==> config.mk <==
export PLATFORM = sky130hd
export DESIGN_NAME = pmhs_mul
export DESIGN_NICKNAME = d
export VERILOG_FILES = /design/src/design/pmhs_pkg.sv /design/src/design/pmhs_mul.sv
export SDC_FILE = /design/constraint.sdc
export NUM_CORES = 2
export LEC_CHECK = 0
export ABC_AREA = 1
export BUFFER_PORTS_ARGS = -buffer_cell sky130_fd_sc_hd__buf_2
export CORE_UTILIZATION = 41
export DETAILED_ROUTE_END_ITERATION = 8
export GPL_ROUTABILITY_DRIVEN = 1
export GPL_TIMING_DRIVEN = 0
export SYNTH_ARGS = -nofsm -noshare
export SYNTH_HDL_FRONTEND = slang
export SYNTH_SLANG_ARGS = --single-unit
==> constraint.sdc <==
create_clock -name clk -period 8.9 [get_ports clk]
set_input_delay 1.78 -clock clk [delete_from_list [all_inputs] [get_ports clk]]
set_output_delay 1.78 -clock clk [all_outputs]
set_load 0.02 [all_outputs]
==> src/design/pmhs_pkg.sv <==
// ----------------------------------------------------------------------------
// pmhs_pkg: shared definitions of the polar motion harmonic series
// Command codes, sequencer states, fixed-point constants and widths.
// ----------------------------------------------------------------------------
package pmhs_pkg;

	localparam int TERMS_PER_AXIS_DEF = 16;

	localparam int HARM_W  = 8;
	localparam int COEF_W  = 32;
	localparam int TIME_W  = 64;
	localparam int RATE_W  = 64;
	localparam int ANOM_W  = 32;
	localparam int OUT_W   = 40;
	localparam int CFG_IDX_W = 1;
	localparam int CFG_DATA_W = 64;
	localparam int TERM_W  = HARM_W + 2 * COEF_W;

	// Operand and product widths of the shared multiplier.
	localparam int OPND_W  = 33;
	localparam int PROD_W  = 2 * OPND_W;

	// Coefficients of the quarter-wave sine polynomial, Q16.
	localparam logic [16:0] POLY_A = 17'd102944;
	localparam logic [16:0] POLY_B = 17'd42048;
	localparam logic [16:0] POLY_C = 17'd4640;

	typedef logic signed [OPND_W-1:0] opnd_t;
	typedef logic signed [PROD_W-1:0] prod_t;

	typedef enum logic [1:0] {
		CMD_LOAD_X = 2'd0,
		CMD_LOAD_Y = 2'd1,
		CMD_EVAL   = 2'd2,
		CMD_CLEAR  = 2'd3
	} cmd_t;

	typedef enum logic [CFG_IDX_W-1:0] {
		REG_ANOMALY = 1'd0,
		REG_RATE    = 1'd1
	} cfg_reg_t;

	typedef enum logic [3:0] {
		ST_IDLE,
		ST_M0,
		ST_M1,
		ST_M2,
		ST_M3,
		ST_T_CHK,
		ST_T_RD,
		ST_T_PH,
		ST_S_X,
		ST_S_B,
		ST_S_C,
		ST_S_D,
		ST_S_E,
		ST_S_F,
		ST_AXIS_END
	} state_t;

endpackage

==> src/design/pmhs_mul.sv <==
// ----------------------------------------------------------------------------
// pmhs_mul: shared signed multiplier
// A 33 by 33 bit signed product, registered, result in the cycle after issue.
// ----------------------------------------------------------------------------
module pmhs_mul (
	input  logic            clk,
	input  pmhs_pkg::opnd_t a,
	input  pmhs_pkg::opnd_t b,
	output pmhs_pkg::prod_t prod
);
	always_ff @(posedge clk) begin
		prod <= a * b;
	end
endmodule

# Yosys cells after proc, flatten, opt, wreduce, memory -nomap -nowiden
# Cells that the tools add are included.
# totals
input_bits,67
reg_bits,66
elab_cells,2
# classes
multipliers,1
# op_table
op,count
$mul 33x33->66,1

# Longest topological paths before layout
# depth
word_depth,1
ltp_mapped,34
depth_no_buf,32

# Worst setup path after synthesis
# OpenSTA, ideal clock, no wires.
# synth_path
path_kind,input to register
startpoint,input port a[32]
endpoint,register prod[60]
path_slack_ns,0.364
path_buffers,2
t_required_ns,8.787
arrival_time_ns,8.423
cell_stages,23
setup_time_ns,0.113
cell_sequence,clkbuf_1 > clkbuf_1 > nand2_1 > inv_1 > fa_1 > fa_1 > fa_1 > fa_1 > inv_1 > fa_1 > fa_1 > fa_1 > fa_1 > inv_1 > ha_1 > nand2_1 > nor2_1 > inv_1 > nor3_1 > nand2_1 > and2_0 > nand4_1 > nand2_1
# synth_between
elab_chain_len,1
# synth_rtl
item,line_no,source
start: declaration,pmhs_mul.sv:7,"input pmhs_pkg::opnd_t a,"
$mul 33x33->66,pmhs_mul.sv:12,prod <= a * b;
end signal: assignment,pmhs_mul.sv:12,
end: declaration,pmhs_mul.sv:9,output pmhs_pkg::prod_t prod
# Every way passes these cells.

# Worst setup path after layout
# layout_path
startpoint,input port a[20]
endpoint,register prod[56]
# Same word-level chain as after synthesis.

==> flow_summary.json <==
{
  "status": "complete, no violations",
  "synth-xor-area-share_pct": 0.8317,
  "tightest_slew_ps": 1196,
  "synth.area.mux_share_pct": 0,
  "ys_ff_latch": 66,
  "die_h_um": 326.5,
  "io_pins": 133,
  "path_clk_slew_ps": 60,
  "slew_viol_final": 0,
  "vias": 35963,
  "synthCells": 5543,
  "fin_cells": 7035,
  "largest_register_ffs": 66,
  "wl_per_cell_um": 24.26,
  "vias_per_cell": 5.112,
  "hold_ws_ps": 2067,
  "cp.buffers_inverters": 10,
  "fmax_mhz": 114.0,
  "antenna_found_initial": 16,
  "yosys-top-cells-area": "fa_1, inv_1, nand2_1",
  "grt_max_degree": 28,
  "syn2layout_area_growth_pct": 7.462,
  "syn_area_sq_um": 43170,
  "dpl.hpwl_mm": 143.1,
  "clk_path_buf_depth": 2,
  "maxCapViolCount": 0,
  "grt_pass1_wl_mm": 248.6,
  "netlist_top_cells_count": "inv_1, nand2_1, fa_1",
  "slowest_stage": "fa_1",
  "async_flop_share_pct": 0,
  "crit_path_end_kind": "flop",
  "groute.usage.overall_pct": 32.81,
  "synth_top_family_by_area": "adder cells",
  "root_buffer": "clkbuf_16",
  "fill_cells": 10785,
  "top_register": "prod",
  "ant_nets": 0,
  "cp.arrival_ps": 8990,
  "first_global_vias": 37867,
  "die-area_sq_um": 106600,
  "reg.largest.list": "prod (66)",
  "yosys.area.top_type": "fa_1",
  "first_pass_iters": 8,
  "synth_cell_types": 35,
  "die_w_um": 326.5,
  "path_class": "input pin to flop",
  "setup_viol": 0,
  "fin_nets": 7071,
  "required_ps": 9110,
  "synth-seq-area-share_pct": 3.060,
  "wl_mm": 170.7,
  "cts_hold_buf": 0,
  "io_buffers": 67,
  "cts_buffers": 9,
  "synth_flop_cell": "dfxtp_1",
  "path_delay_family": "adder cells",
  "yosys.area_share.simple_pct": 16.59,
  "row_count": 118,
  "synth_edf_count": 0,
  "drive_above_1_share_pct": 7.544,
  "dp_cells": 6990,
  "finalHoldViolations": 0,
  "yosysWarnings": 0,
  "core_area_sq_um": 103900,
  "period_needed_ps": 8774,
  "cp_slowest_stage_delay_ps": 610,
  "min_path_type": "input pin to flop",
  "multi_input_area_sq_um": 33880,
  "syn_area_per_cell_sq_um": 7.789,
  "synthAdderAreaFrac_pct": 59.38,
  "drc": 0,
  "gp_congestion": 1.049,
  "crit_path_max_fanout": 10,
  "initial_utilization_pct": 41.54,
  "slew_headroom_pct": 20.29,
  "grt-ovfl-total": 0,
  "clock_sinks": 66,
  "h-tree-depth": 3,
  "regArea_sq_um": 1321,
  "cts_tree": "yes",
  "synth_most_common_cell": "inv_1",
  "drt_iter0_drc": 3554,
  "synth_top_cell_area_share_pct": 53.09,
  "cp-start-kind": "input pin",
  "synth_compound_area_share_pct": 1.377,
  "synth_nets": 6972,
  "fin_crit_sh_pct": 98.58
}
==> cells by family (layout without fill, tap and decap cells) <==
kind of cell             after synthesis  after routing
buffers and inverters               2158           2262
AND/OR/NAND/NOR                     1810           1810
adder cells (fa/ha/maj)             1362           1362
AO/OA/AOI/OAI                        106            106
flip-flops                            66             66
XOR/XNOR                              41             41
other                                  0              8
==> final timing paths <==
check | start | endpoint | slack (ps) | cells after the start
max | a[20] | prod[56] | 130 | 28
min | a[0] | prod[0] | 2070 | 3
==> metrics by stage <==
step / utilization (%) / setup WS [ps] / TNS (ps) / instance area, sq um
floorplan: - / 364.2 / 0 / 43170
global placement: 43.52 / -1828 / -50660 / 45240
detailed placement: 43.52 / -1728 / -46240 / 45240
CTS: 44.25 / 0.6999 / 0 / 45990
global route: 44.62 / -36.49 / -42.93 / 46380
finish: 44.64 / 126.4 / 0 / 46400
==> layer usage <==
metal	global-route usage (%)	up-vias	part of all wire [%]
met4	20.27	14	7.9
li1	-	15210	-
met1	41.59	18162	37
met2	51.21	2062	44
met3	7.202	515	11
met5	0	-	0.045
==> placed cells by master (no fill, tap or decap), drive strengths merged <==
master and instances:
a21boi 1, a21o 2, a21oi 65, and2 3, buf 121, bufinv 3, clkbuf 239, clkdlybuf4s15 1
clkinv 2, clkinvlp 3, dfxtp 66, diode 8, fa 1145, ha 217, inv 1893, nand2 1534
nand3 78, nand3b 3, nand4 19, nor2 154, nor3 8, nor4 5, o21a 1, o21ai 23
o21bai 14, or2 6, xnor2 4, xor2 37
==> cell type report <==
| cell class | count | area share [%] |
|---|---|---|
| antenna | 8 | 0.04315 |
| buffer | 263 | 3.128 |
| clock buffer | 10 | 0.4935 |
| clock inverter | 6 | 0.2481 |
| inverter | 1895 | 15.35 |
| multi-input combinational | 3319 | 73.03 |
| sequential | 66 | 2.848 |
| tap | 1380 | 3.722 |
| timing repair buffer | 88 | 1.143 |
==> repair_timing <==
item,4_1_cts,5_1_grt
setup endpoints to repair,46,43
gates resized for setup,202,281
cloned,0,0
setup buffers,9,12
pin swaps,2,3
Power is not shown: default switching activity piles up to over one toggle a cycle in this logic, so the estimate is an artifact.
