### config.mk
export PLATFORM = sky130hd
export DESIGN_NAME = pmhs_ram
export DESIGN_NICKNAME = d
export VERILOG_FILES = /design/src/design/pmhs_ram.sv
export SDC_FILE = /design/constraint.sdc
export NUM_CORES = 1
export LEC_CHECK = 0
export ABC_AREA = 0
export BUFFER_PORTS_ARGS = -buffer_cell sky130_fd_sc_hd__buf_4
export CAP_MARGIN = 40
export CORE_ASPECT_RATIO = 1.25
export CORE_UTILIZATION = 62
export DETAILED_ROUTE_END_ITERATION = 7
export PLACE_DENSITY_LB_ADDON = 0.15
export SYNTH_ARGS = -nofsm -noshare
export SYNTH_HDL_FRONTEND = slang
export SYNTH_SLANG_ARGS = --single-unit
### constraint.sdc
create_clock -name clk -period 2.7 [get_ports clk]
set_input_delay 0.27 -clock clk [delete_from_list [all_inputs] [get_ports clk]]
set_output_delay 0.27 -clock clk [all_outputs]
set_load 0.02 [all_outputs]
### src/design/pmhs_ram.sv
// ----------------------------------------------------------------------------
// pmhs_ram: generic single-port RAM
// Reads one address per cycle and writes it too when we is high; read data registered.
// ----------------------------------------------------------------------------
module pmhs_ram #(
	parameter int WIDTH = 8,
	parameter int DEPTH = 32
) (
	input  logic                     clk,
	input  logic                     we,
	input  logic [$clog2(DEPTH)-1:0] addr,
	input  logic [WIDTH-1:0]         wdata,
	output logic [WIDTH-1:0]         rdata
);
	logic [WIDTH-1:0] mem_q [DEPTH];

	always_ff @(posedge clk) begin
		if (we) begin
			mem_q[addr] <= wdata;
		end
		rdata <= mem_q[addr];
	end
endmodule

* After elaboration in Yosys (flattened, before gate mapping) *
Memory sizes are Yosys's and may differ from the RTL's. A register that Yosys moved wholly into a read port is not among the register bits.
Index checks and enable logic that the tools add are counted.

word-level totals
  register bits after elaboration = 0
  memory bits (writable) = 256
  bits of input ports = 15
  logic and storage cells = 3
  memories = 1

memories
  memory  depth  bits a word  read ports  clocked after Yosys merged registers in  wr ports  line  RTL
  mem_q   32     8            1           1                                        1         15    logic [WIDTH-1:0] mem_q [DEPTH];

cells by class
  multiplexer cells = 2

operator list
  cell              count
  1-bit 2-to-1 mux  2

* Logic depth before layout (Yosys ltp) *
Gate-level depths: netlist (run 1).

  word-level depth = 2
  gate-level depth with buffers = 7

* Worst setup path before layout (run 1) *
OpenSTA, ideal clock, no wires.

  path kind = input to register
  start point = input port addr[1]
  end point = memory mem_q[27][0], enable pin
  data arrival time = 1.714 ns
  required time = 2.317 ns
  slack = 0.602 ns
  stages = 5
  path buffers = 3
  path through = clkbuf_1 > buf_2 > buf_2 > nand3_1 > nor3_1

RTL lines
  what         line  RTL
  from (decl)  11    input logic [$clog2(DEPTH)-1:0] addr,
  to (decl)    15

Straight into the memory's write port.

==> impl_metrics.env, run 1 <==
export IMPL_hold_depth=1
export IMPL_grt_max_degree=53
export IMPL_setup_ws_ns=0.8933
export IMPL_place_area_sq_mm=0.01075
export IMPL_grt_use_total_pct=26.03
export IMPL_synth_compound_area_share_pct=3.984
export IMPL_drc=0
export IMPL_synth_simple_gate_area_share_pct=4.855
export IMPL_numPortBuffers=22
export IMPL_die_x_microns=116.8
export IMPL_slew_limit_headroom_pct=55.59
export IMPL_fmax_mhz=553.5
export IMPL_row_count=52
export IMPL_viasPerCell=6.266
export IMPL_cts_tree="yes"
export IMPL_syn_area_per_cell_sq_um=17.72
export IMPL_postRouteWirelength_microns=21240
export IMPL_syn_to_final_growth_pct=12.32
export IMPL_postCtsSetupRepairBufs=0
export IMPL_insertion_delay_ns=0.51
export IMPL_yosysSeqAreaShare_pct=76.89
export IMPL_ys_warnings_count=0
export IMPL_grt_pass1_vias=5273
export IMPL_final_nets=639
export IMPL_final_area_sq_mm=0.01146
export IMPL_required_ns=3.08
export IMPL_antenna_found_initial=0
export IMPL_endpoint_kind="flip-flop"
export IMPL_finalClockSkew_ns=0.008532
export IMPL_drt_pass1_iterations=5
export IMPL_cp_arrival_ns=2.19
export IMPL_peakVddDrop_mv=0.5615
export IMPL_cts_buffer_depth=3
export IMPL_holdBufCountCts=0
export IMPL_gp_congestion=0.8385
export IMPL_max_cap_violations=0
export IMPL_critical_path_max_fanout=52
export IMPL_min_period_ns=1.807
export IMPL_finalSetupTns_ns=0
export IMPL_postSynthCellCount=576
export IMPL_dp_hpwl_microns=13680
export IMPL_synth_fa_ha_area_share_pct=0
export IMPL_ys_types=24
export IMPL_path_class="in2reg"
export IMPL_grt_remaining_overflow=0
export IMPL_place_ws_ns=0.4159
export IMPL_powerDensity_mw_per_mm2=706.4
export IMPL_drv_slew=0
export IMPL_ant_nets=0
export IMPL_synth_xor_area_share_pct=0
export IMPL_io_pins=23
export IMPL_finalSetupViolCount=0
export IMPL_antennaDiodeCount=0
export IMPL_design_core_area_sq_mm=0.01614
export IMPL_ys_dominant_reg_cell="edfxtp_1"
export IMPL_hold_path_class="in2reg"
export IMPL_whs_ns=0.1957
export IMPL_wl_per_cell_microns=24.76
export IMPL_cts_htree_levels=1
export IMPL_hold_viol=0
export IMPL_dieArea_sq_mm=0.01698
export IMPL_ctsRootBufferMaster="clkbuf_16"
export IMPL_synthMuxAreaShare_pct=12.55
export IMPL_synth_seq_cells=264
export IMPL_clkTransAtPathRegs_ns=0.06
export IMPL_vias=5376
export IMPL_fin_total_pwr_uw=8098
export IMPL_ctsResizeCount=0
export IMPL_worst_pin_slew_ns=0.6637
export IMPL_cts_made_buffers=24
export IMPL_r2r_cells=4
export IMPL_cts_sinks=264
export IMPL_synth_top_family_by_area="multiplexers"
export IMPL_synthesis_nets=591
export IMPL_grt_pass1_wl_microns=31620
export IMPL_fin_crit_sh_pct=66.92
export IMPL_die_y_microns=145.4
export IMPL_synth_edff_count=256
export IMPL_netlist_area_sq_mm=0.01021
export IMPL_critPathLaunchType="input port"
export IMPL_drive_above_1_share_pct=14.95
export IMPL_floorplan_initialDensity_pct=63.25
export IMPL_rsz0062_at_grt="no"
export IMPL_outcome="finished, final reports clean"
export IMPL_ys_async_sr_fraction_pct=0
export IMPL_drt_initial_drc_count=601
export IMPL_leakage_uw=0.004016
-- critical path: stages --
cell	delay (ns)
buf_6	0.48
buf_4	0.44
mux2i_1	0.24
o22ai_1	0.10
nor4_1	0.52
nand2_1	0.10
-- routing by layer --
| layer | wire [microns] | vias up | GRT usage (%) |
|---|---|---|---|
| li1 | - | 2416 | - |
| met1 | 8318 | 2718 | 35.10 |
| met2 | 11040 | 204 | 43.91 |
| met3 | 1214 | 38 | 3.040 |
| met4 | 670 | 0 | 9.241 |
| met5 | 0 | - | 0 |
-- flip-flops by register name, indices dropped and copies added (netlist names) --
signal / count
mem_q: 256
rdata: 8
-- kinds of logic (layout without fill, tap and decap cells) --
logic type | count (synthesis) | count (layout)
muxes | 128 | 128
DFF | 264 | 264
and+or+nand+nor | 85 | 85
buffers and inverters | 35 | 101
AOI/OAI and AO/OA | 64 | 64
-- cell usage after synthesis (all sizes together) (3+ instances only) --
cell type,instances,share of area [%]
buf,26,1.4
clkbuf,9,0.34
dfxtp,8,1.6
edfxtp,256,75
mux2i,128,13
nand2,10,0.37
nand3b,4,0.29
nand4b,4,0.34
nand4bb,5,0.55
nor2,29,1.1
nor3,4,0.20
nor4,16,0.98
o22ai,64,4.0
or3b,3,0.26
or4b,4,0.39
-- area by class of cell --
class,instances,area (sq um)
clock buffer,30,644.4
clock inverter,14,73.82
fill,1077,4672
multi-input combinational,277,2183
sequential,264,7848
tap,216,270.3
timing repair buffer,57,444.2
-- path summary, 6_finish.rpt --
kind | startpoint | end | slack [ns]
min | wdata[6] | mem_q[3][6]$_DFFE_PP_ | 0.20
max reg2reg | mem_q[15][3]$_DFFE_PP_ | rdata[3]$_DFF_P_ | 1.18
max | addr[1] | rdata[3]$_DFF_P_ | 0.89
min reg2reg | mem_q[23][3]$_DFFE_PP_ | rdata[3]$_DFF_P_ | 0.66
-- power breakdown --
part | leakage, uW | internal (uW) | switching (uW)
Clock | 0.000352 | 1700 | 1390
Combinational | 0.00129 | 146 | 275
Sequential | 0.00237 | 4560 | 29.3
Total | 0.00402 | 6400 | 1700
-- placed cells by master (no fill, tap or decap), drive strengths merged --
master / count
mux2i: 128
nor3: 4
clkbuf: 30
nand4bb: 5
nand2: 10
dfxtp: 8
nand3b: 4
edfxtp: 256
or4bb: 1
nand4: 1
o22ai: 64
nand3: 2
or3b: 3
inv: 1
or4b: 4
buf: 57
nor4: 16
nor2: 29
clkinvlp: 2
or3: 1
nand4b: 4
clkinv: 11
or4: 1
-- per-stage QoR --
| stage | util, % | instances |
|---|---|---|
| finish | 71.05 | 858 |
| detailed placement | 66.59 | 814 |
| global route | 71.05 | 858 |
| global placement | 66.59 | 814 |
| floorplan | - | 576 |
| CTS | 71.05 | 858 |
No activity file was read; power rests on OpenSTA's default activity.
==> inputs of run 2 (changes only) <==
- ABC_AREA: 0 -> 1
- clock period: 2.7 -> 1.7 ns (I/O delays scaled with it)
==> run 2 against run 1 <==
  * Register-to-register slack lost 0.67 ns
  * Synthesized cell count grew 85%
  * Global-route usage grew 0.49 points
  * Non-clock buffer count grew 20
  * Worst hold slack lost 0.095 ns
  * Critical path type is now reg2out
  * Largest cell class unchanged
==> impl_metrics.env, run 2 <==
export IMPL_outcome="finished, final reports clean"
export IMPL_postRouteWirelength_microns=23060
export IMPL_final_cell_mix="nand2_1, edfxtp_1, buf_4"
export IMPL_yosys_cell_count_top_type="nand2_1"
export IMPL_crit_buf_inv=1
export IMPL_ant_nets=0
export IMPL_clkTransAtPathRegs_ns=0.07
export IMPL_cts_tree="yes"
export IMPL_drc=0
export IMPL_cp_top_family="flip-flops"
export IMPL_postCtsSetupRepairBufs=0
export IMPL_place_area_sq_mm=0.01168
export IMPL_syn_to_final_growth_pct=13.41
export IMPL_r2r_cells=8
export IMPL_intPower_uw=10490
export IMPL_viasPerCell=5.250
export IMPL_hold_viol=0
export IMPL_cp_cell_sequence="buf_4"
export IMPL_ys_types=12
export IMPL_floorplan_initialDensity_pct=63.03
export IMPL_hold_start="wdata[6]"
export IMPL_leakage_uw=0.005260
export IMPL_antennaDiodeCount=0
export IMPL_cts_htree_levels=1
export IMPL_cp_slowest_stage_delay_ns=0.40
export IMPL_netlist_area_sq_mm=0.01099
export IMPL_numPortBuffers=22
export IMPL_ys_dominant_reg_cell="edfxtp_1"
export IMPL_cts_sinks=264
export IMPL_die_y_microns=150.8
export IMPL_dieArea_sq_mm=0.01826
export IMPL_synth_top_area_share_pct=69.96
export IMPL_swShare_pct=21.96
export IMPL_worst_pin_slew_ns=0.5574
export IMPL_endpoint_kind="output pin"
export IMPL_min_period_ns=1.254
export IMPL_finalClockSkew_ns=0.01053
export IMPL_use_met3_pct=2.861
export IMPL_final_area_sq_mm=0.01246
export IMPL_peakVddDrop_mv=0.8127
export IMPL_vias=7151
export IMPL_rr_endpoint="rdata[0]$_DFF_P_"
export IMPL_grt_pass1_vias=6827
export IMPL_slew_limit_headroom_pct=62.74
export IMPL_use_met1_pct=34.58
export IMPL_drv_slew=0
export IMPL_finalSetupTns_ns=0
export IMPL_final_nets=1135
export IMPL_syn_area_per_cell_sq_um=10.34
export IMPL_powerDensity_mw_per_mm2=1079
export IMPL_fmax_mhz=797.8
export IMPL_timing_critical_path_from="rdata[5]$_DFF_P_"
export IMPL_grt_remaining_overflow=0
export IMPL_holdBufCountCts=0
export IMPL_cts_made_buffers=24
export IMPL_design_core_area_sq_mm=0.01743
export IMPL_largestRegisters="mem_q x256, rdata x8"
export IMPL_layout_commonest_cell="nand2_1"
export IMPL_drt_pass1_iterations=5
export IMPL_max_cap_violations=0
export IMPL_busiest_layer="met2"
export IMPL_synth_seq_cells=264
export IMPL_worstReg2RegStart="mem_q[30][0]$_DFFE_PP_"
export IMPL_fin_crit_sh_pct=73.74
export IMPL_slowest_stage="dfxtp_1"
export IMPL_combPwrFrac_pct=6.4
export IMPL_netlist_top_cells_count="nand2_1, edfxtp_1, nor2_1, buf_2, buf_4"
export IMPL_finalSetupViolCount=0
export IMPL_synth_area_leaders="edfxtp_1, nand2_1, nor2_1"
export IMPL_top_register="mem_q"
export IMPL_yosysSeqAreaShare_pct=71.42
export IMPL_dp_hpwl_microns=14090
export IMPL_grt_use_total_pct=26.53
export IMPL_required_ns=1.53
export IMPL_p_clk_share_pct=39.6
export IMPL_grt_met2_usage_pct=46.11
export IMPL_drt_initial_drc_count=572
export IMPL_ys_async_sr_fraction_pct=0
export IMPL_wl_per_cell_microns=16.93
export IMPL_synthesis_nets=1078
export IMPL_grt_pass1_wl_microns=35920
export IMPL_die_x_microns=121.1
export IMPL_rrSetupSlack_ns=0.51
export IMPL_io_pins=23
export IMPL_cts_buffer_depth=3
export IMPL_largest_reg_flops=256
export IMPL_path_class="reg2out"
export IMPL_critical_path_max_fanout=1
export IMPL_critPathLaunchType="flip-flop"
export IMPL_antenna_found_initial=0
export IMPL_rsz0062_at_grt="no"
export IMPL_yosys_area_top_type="edfxtp_1"
export IMPL_postSynthCellCount=1063
export IMPL_ys_warnings_count=0
export IMPL_row_count=54
export IMPL_cp_endpoint="rdata[5]"
export IMPL_ctsResizeCount=0
export IMPL_cp_arrival_ns=1.08
export IMPL_ctsRootBufferMaster="clkbuf_16"
export IMPL_switchingPower_uw=2954
export IMPL_drive_above_1_share_pct=11.42
export IMPL_seqPwrFrac_pct=54.0
export IMPL_cp_num_cells=1
export IMPL_gp_congestion=0.8421
export IMPL_synth_edff_count=256
export IMPL_insertion_delay_ns=0.52
export IMPL_hold_path_class="in2reg"
export IMPL_grt_max_degree=67
run 2: cell count changes in the layout (fill, tap and decap cells not counted), sizes merged, moves of 5 or more:
cell	change
inv	+13
nand4bb	-5
nor4	-16
nor2	+19
nand2	+670
buf	+20
mux2i	-128
o22ai	-64
run 2: routing by layer:
layer / share of wire (%) / wire length [microns] / up-vias
li1: - / - / 3544
met1: 41 / 9368 / 3338
met2: 50 / 11640 / 221
met3: 5.9 / 1371 / 48
met4: 2.9 / 676 / 0
met5: 0 / 0 / -
run 2: layout make-up:
class / instances / area, sq um
Clock buffer: 26 / 629.4
Clock inverter: 18 / 156.4
Fill cell: 1229 / 4970
Inverter: 13 / 50.05
Multi-Input combinational cell: 740 / 2833
Sequential cell: 264 / 7848
Tap cell: 224 / 280.3
Timing Repair Buffer: 77 / 665.6
run 2: worst register-to-register path, stage by stage, from the launching register on:
cell      delay, ns
edfxtp_1       0.36
nand2_1        0.09
nand2_1        0.05
nand2_1        0.05
nand2_1        0.08
nand2_1        0.08
nand2_1        0.09
nor2_1         0.20
nand2_1        0.10
run 2: worst min path at each step:
| stage | to | slack, ns | cells after the start |
|---|---|---|---|
| after floorplan | mem_q[0][0]$_DFFE_PP_ | 0.27 | 0 |
| after global placement | rdata[0] | 0.58 | 1 |
| after detailed placement | rdata[0] | 0.59 | 1 |
| after CTS | mem_q[5][3]$_DFFE_PP_ | 0.09 | 1 |
| after global routing | mem_q[5][3]$_DFFE_PP_ | 0.1 | 1 |
| final | mem_q[24][6]$_DFFE_PP_ | 0.10 | 1 |
run 2: cell families after synthesis:
family                 Yosys count  synth area share (%)
buffers and inverters           59                 2.801
flip-flops                     264                 71.42
AND/OR/NAND/NOR                740                 25.78
run 2: power by group through the flow:
stage          registers (uW)  logic (uW)  clock network, uW
3_3_place_gp             7410         850                  0
5_1_grt                  7270         959               5590
4_1_cts                  7270         867               5370
6_report                 7270         859               5320
3_5_place_dp             7410         860                  0
2_1_floorplan            7430         470                  0
run 2: metrics by stage:
| stage | power [uW] | hold slack [ns] | setup slack [ns] | util, % | std cells |
|---|---|---|---|---|---|
| finish | 13450 | 0.1002 | 0.4465 | 71.49 | 1362 |
| global route | 13820 | 0.09770 | 0.3951 | 71.49 | 1362 |
| CTS | 13510 | 0.09066 | 0.4382 | 71.49 | 1362 |
| detailed placement | 8269 | 0.5901 | 0.04964 | 66.98 | 1318 |
| global placement | 8257 | 0.5849 | 0.05459 | 66.98 | 1318 |
| floorplan | 7899 | 0.2689 | 0.06753 | - | 1063 |
==> inputs of run 3 (changes only) <==
- ABC_AREA: 1 -> 0
- clock period: 1.7 -> 1.25 ns (I/O delays scaled with it)
==> run 3 against run 2 <==
  * Flip-flop and latch count stayed put
  * Register-to-register slack got worse by 0.59 ns
  * Cell count decreased by 33%
  * The run now ends with negative setup slack left
  * Critical endpoint is now rdata[7]$_DFF_P_
  * Critical path type is now reg2reg
  * Routed wire length fell by 0.42%
  * Largest cell class unchanged
==> impl_metrics.env, run 3 (synthesis results as in run 1) <==
export IMPL_dieArea_sq_mm=0.01698
export IMPL_rr_endpoint="rdata[7]$_DFF_P_"
export IMPL_hold_path_class="in2reg"
export IMPL_worst_pin_slew_ns=0.5208
export IMPL_cts_tree="yes"
export IMPL_grt_max_degree=33
export IMPL_postCtsSetupRepairBufs=0
export IMPL_floorplan_initialDensity_pct=63.25
export IMPL_powerDensity_mw_per_mm2=1469
export IMPL_cp_top_family="simple AND/OR/NAND/NOR gates"
export IMPL_drive_above_1_share_pct=30.84
export IMPL_cts_buffer_depth=3
export IMPL_peakVddDrop_mv=1.399
export IMPL_fmax_mhz=754.4
export IMPL_grt_remaining_overflow=0
export IMPL_endpoint_kind="flip-flop"
export IMPL_clkTransAtPathRegs_ns=0.06
export IMPL_drt_initial_drc_count=451
export IMPL_antenna_found_initial=0
export IMPL_largestRegisters="mem_q x256, rdata x8"
export IMPL_finalSetupViolCount=6
export IMPL_critical_path_max_fanout=1
export IMPL_rsz0062_at_grt="yes"
export IMPL_intPower_uw=14810
export IMPL_worstReg2RegStart="mem_q[20][7]$_DFFE_PP_"
export IMPL_switchingPower_uw=3788
export IMPL_design_core_area_sq_mm=0.01614
export IMPL_hold_start="wdata[7]"
export IMPL_required_ns=1.62
export IMPL_slew_limit_headroom_pct=65.28
export IMPL_cp_slowest_stage_delay_ns=0.39
export IMPL_cp_cell_sequence="mux2i_2, o22ai_1, nor4_1, nand2_1"
export IMPL_drc=0
export IMPL_top_register="mem_q"
export IMPL_combPwrFrac_pct=6.6
export IMPL_insertion_delay_ns=0.51
export IMPL_syn_to_final_growth_pct=24.08
export IMPL_r2r_cells=4
export IMPL_wl_per_cell_microns=25.23
export IMPL_ant_nets=0
export IMPL_layout_commonest_cell="edfxtp_1"
export IMPL_antennaDiodeCount=0
export IMPL_cts_sinks=264
export IMPL_ctsRootBufferMaster="clkbuf_16"
export IMPL_row_count=52
export IMPL_grt_use_total_pct=28.39
export IMPL_cts_htree_levels=1
export IMPL_seqPwrFrac_pct=53.2
export IMPL_hold_viol=0
export IMPL_drv_slew=0
export IMPL_postRouteWirelength_microns=22960
export IMPL_finalClockSkew_ns=0.009318
export IMPL_path_class="reg2reg"
export IMPL_drt_pass1_iterations=5
export IMPL_violations="negative setup slack"
export IMPL_die_x_microns=116.8
export IMPL_fin_crit_sh_pct=106.0
export IMPL_finalSetupTns_ns=-0.1635
export IMPL_outcome="complete, but fails checks"
export IMPL_holdBufCountCts=0
export IMPL_p_clk_share_pct=40.2
export IMPL_max_cap_violations=0
export IMPL_critPathLaunchType="flip-flop"
export IMPL_setup_ws_ns=-0.07559
export IMPL_grt_pass1_vias=5805
export IMPL_die_y_microns=145.4
export IMPL_grt_pass1_wl_microns=34160
export IMPL_cts_made_buffers=24
export IMPL_crit_buf_inv=0
export IMPL_largest_reg_flops=256
export IMPL_fin_total_pwr_uw=18600
export IMPL_swShare_pct=20.36
export IMPL_final_cell_mix="edfxtp_1, mux2i_1, buf_4"
export IMPL_min_period_ns=1.326
export IMPL_numPortBuffers=22
export IMPL_hold_depth=1
export IMPL_gp_congestion=0.8641
export IMPL_leakage_uw=0.004420
export IMPL_cp_arrival_ns=1.70
export IMPL_whs_endpoint="mem_q[5][7]$_DFFE_PP_"
export IMPL_dp_hpwl_microns=14680
export IMPL_io_pins=23
export IMPL_final_nets=691
export IMPL_viasPerCell=6.154
export IMPL_slowest_stage="edfxtp_1"
export IMPL_vias=5600
export IMPL_rrSetupSlack_ns=-0.08
==> run 3: changes by cell type in the layout (fill, tap and decap cells not counted), moves of 7 or more <==
cell     previous run  this run
nor2_2              0        10
nor2_4              0        18
nor3_2              8         0
o22ai_2             0        14
inv_2               8         0
buf_12              7        22
nand2_1           680        10
mux2i_1             0       117
mux2i_2             0        11
o22ai_1             0        50
nor2_1             48         1
buf_4              70        86
nor4_1              0         7
==> run 3: routing by layer <==
layer  track usage (%)  part of all wire [%]  vias to the layer above
met4             13.23                   4.6                        0
met1             36.78                    38                     2799
met2             47.37                    52                      204
met5                 0                     0                        -
li1                  -                     -                     2537
met3             4.040                   5.6                       60
==> run 3: worst max path at each step <==
stage | startpoint | cells after the start | end
final | mem_q[20][7]$_DFFE_PP_ | 4 | rdata[7]$_DFF_P_
after detailed placement | addr[1] | 7 | rdata[3]$_DFF_P_
after floorplan | addr[1] | 5 | mem_q[26][0]$_DFFE_PP_
after global routing | mem_q[3][0]$_DFFE_PP_ | 4 | rdata[0]$_DFF_P_
after CTS | mem_q[25][6]$_DFFE_PP_ | 4 | rdata[6]$_DFF_P_
after global placement | addr[1] | 7 | rdata[3]$_DFF_P_
==> run 3: what timing repair did <==
| action | CTS | global route |
|---|---|---|
| pin swaps | 18 | 18 |
| endpoints found under the setup margin | 8 | 8 |
| gates resized for setup | 23 | 16 |
==> run 3: final cells by class <==
type	instances	area, sq um
tap	216	270.3
clock buffer	29	640.6
fill	920	3472
multi-input combinational	277	2635
sequential	264	7848
timing repair buffer	109	1097
clock inverter	15	172.7
==> run 3: power groups by stage <==
stage               clock (uW)  combinational (uW)  sequential, uW
floorplan                    0                 541           10100
global placement             0                1130           10100
detailed placement           0                1150           10100
CTS                       7570                1200            9900
global route              7890                1280            9900
finish                    7480                1230            9900
==> run 3: per-stage QoR <==
stage          hold slack [ns]  area, sq um  worst slack, ns  utilization, %  std cells
3_3_place_gp            0.5431        11640          -0.5162           72.15        869
2_1_floorplan           0.2239        10510          -0.4351               -        576
5_1_grt                0.04598        12660          -0.1096           78.48        910
6_report               0.05650        12660         -0.07559           78.48        910
4_1_cts                0.04524        12570         -0.06743           77.92        910
3_5_place_dp            0.5381        11640          -0.5348           72.15        869
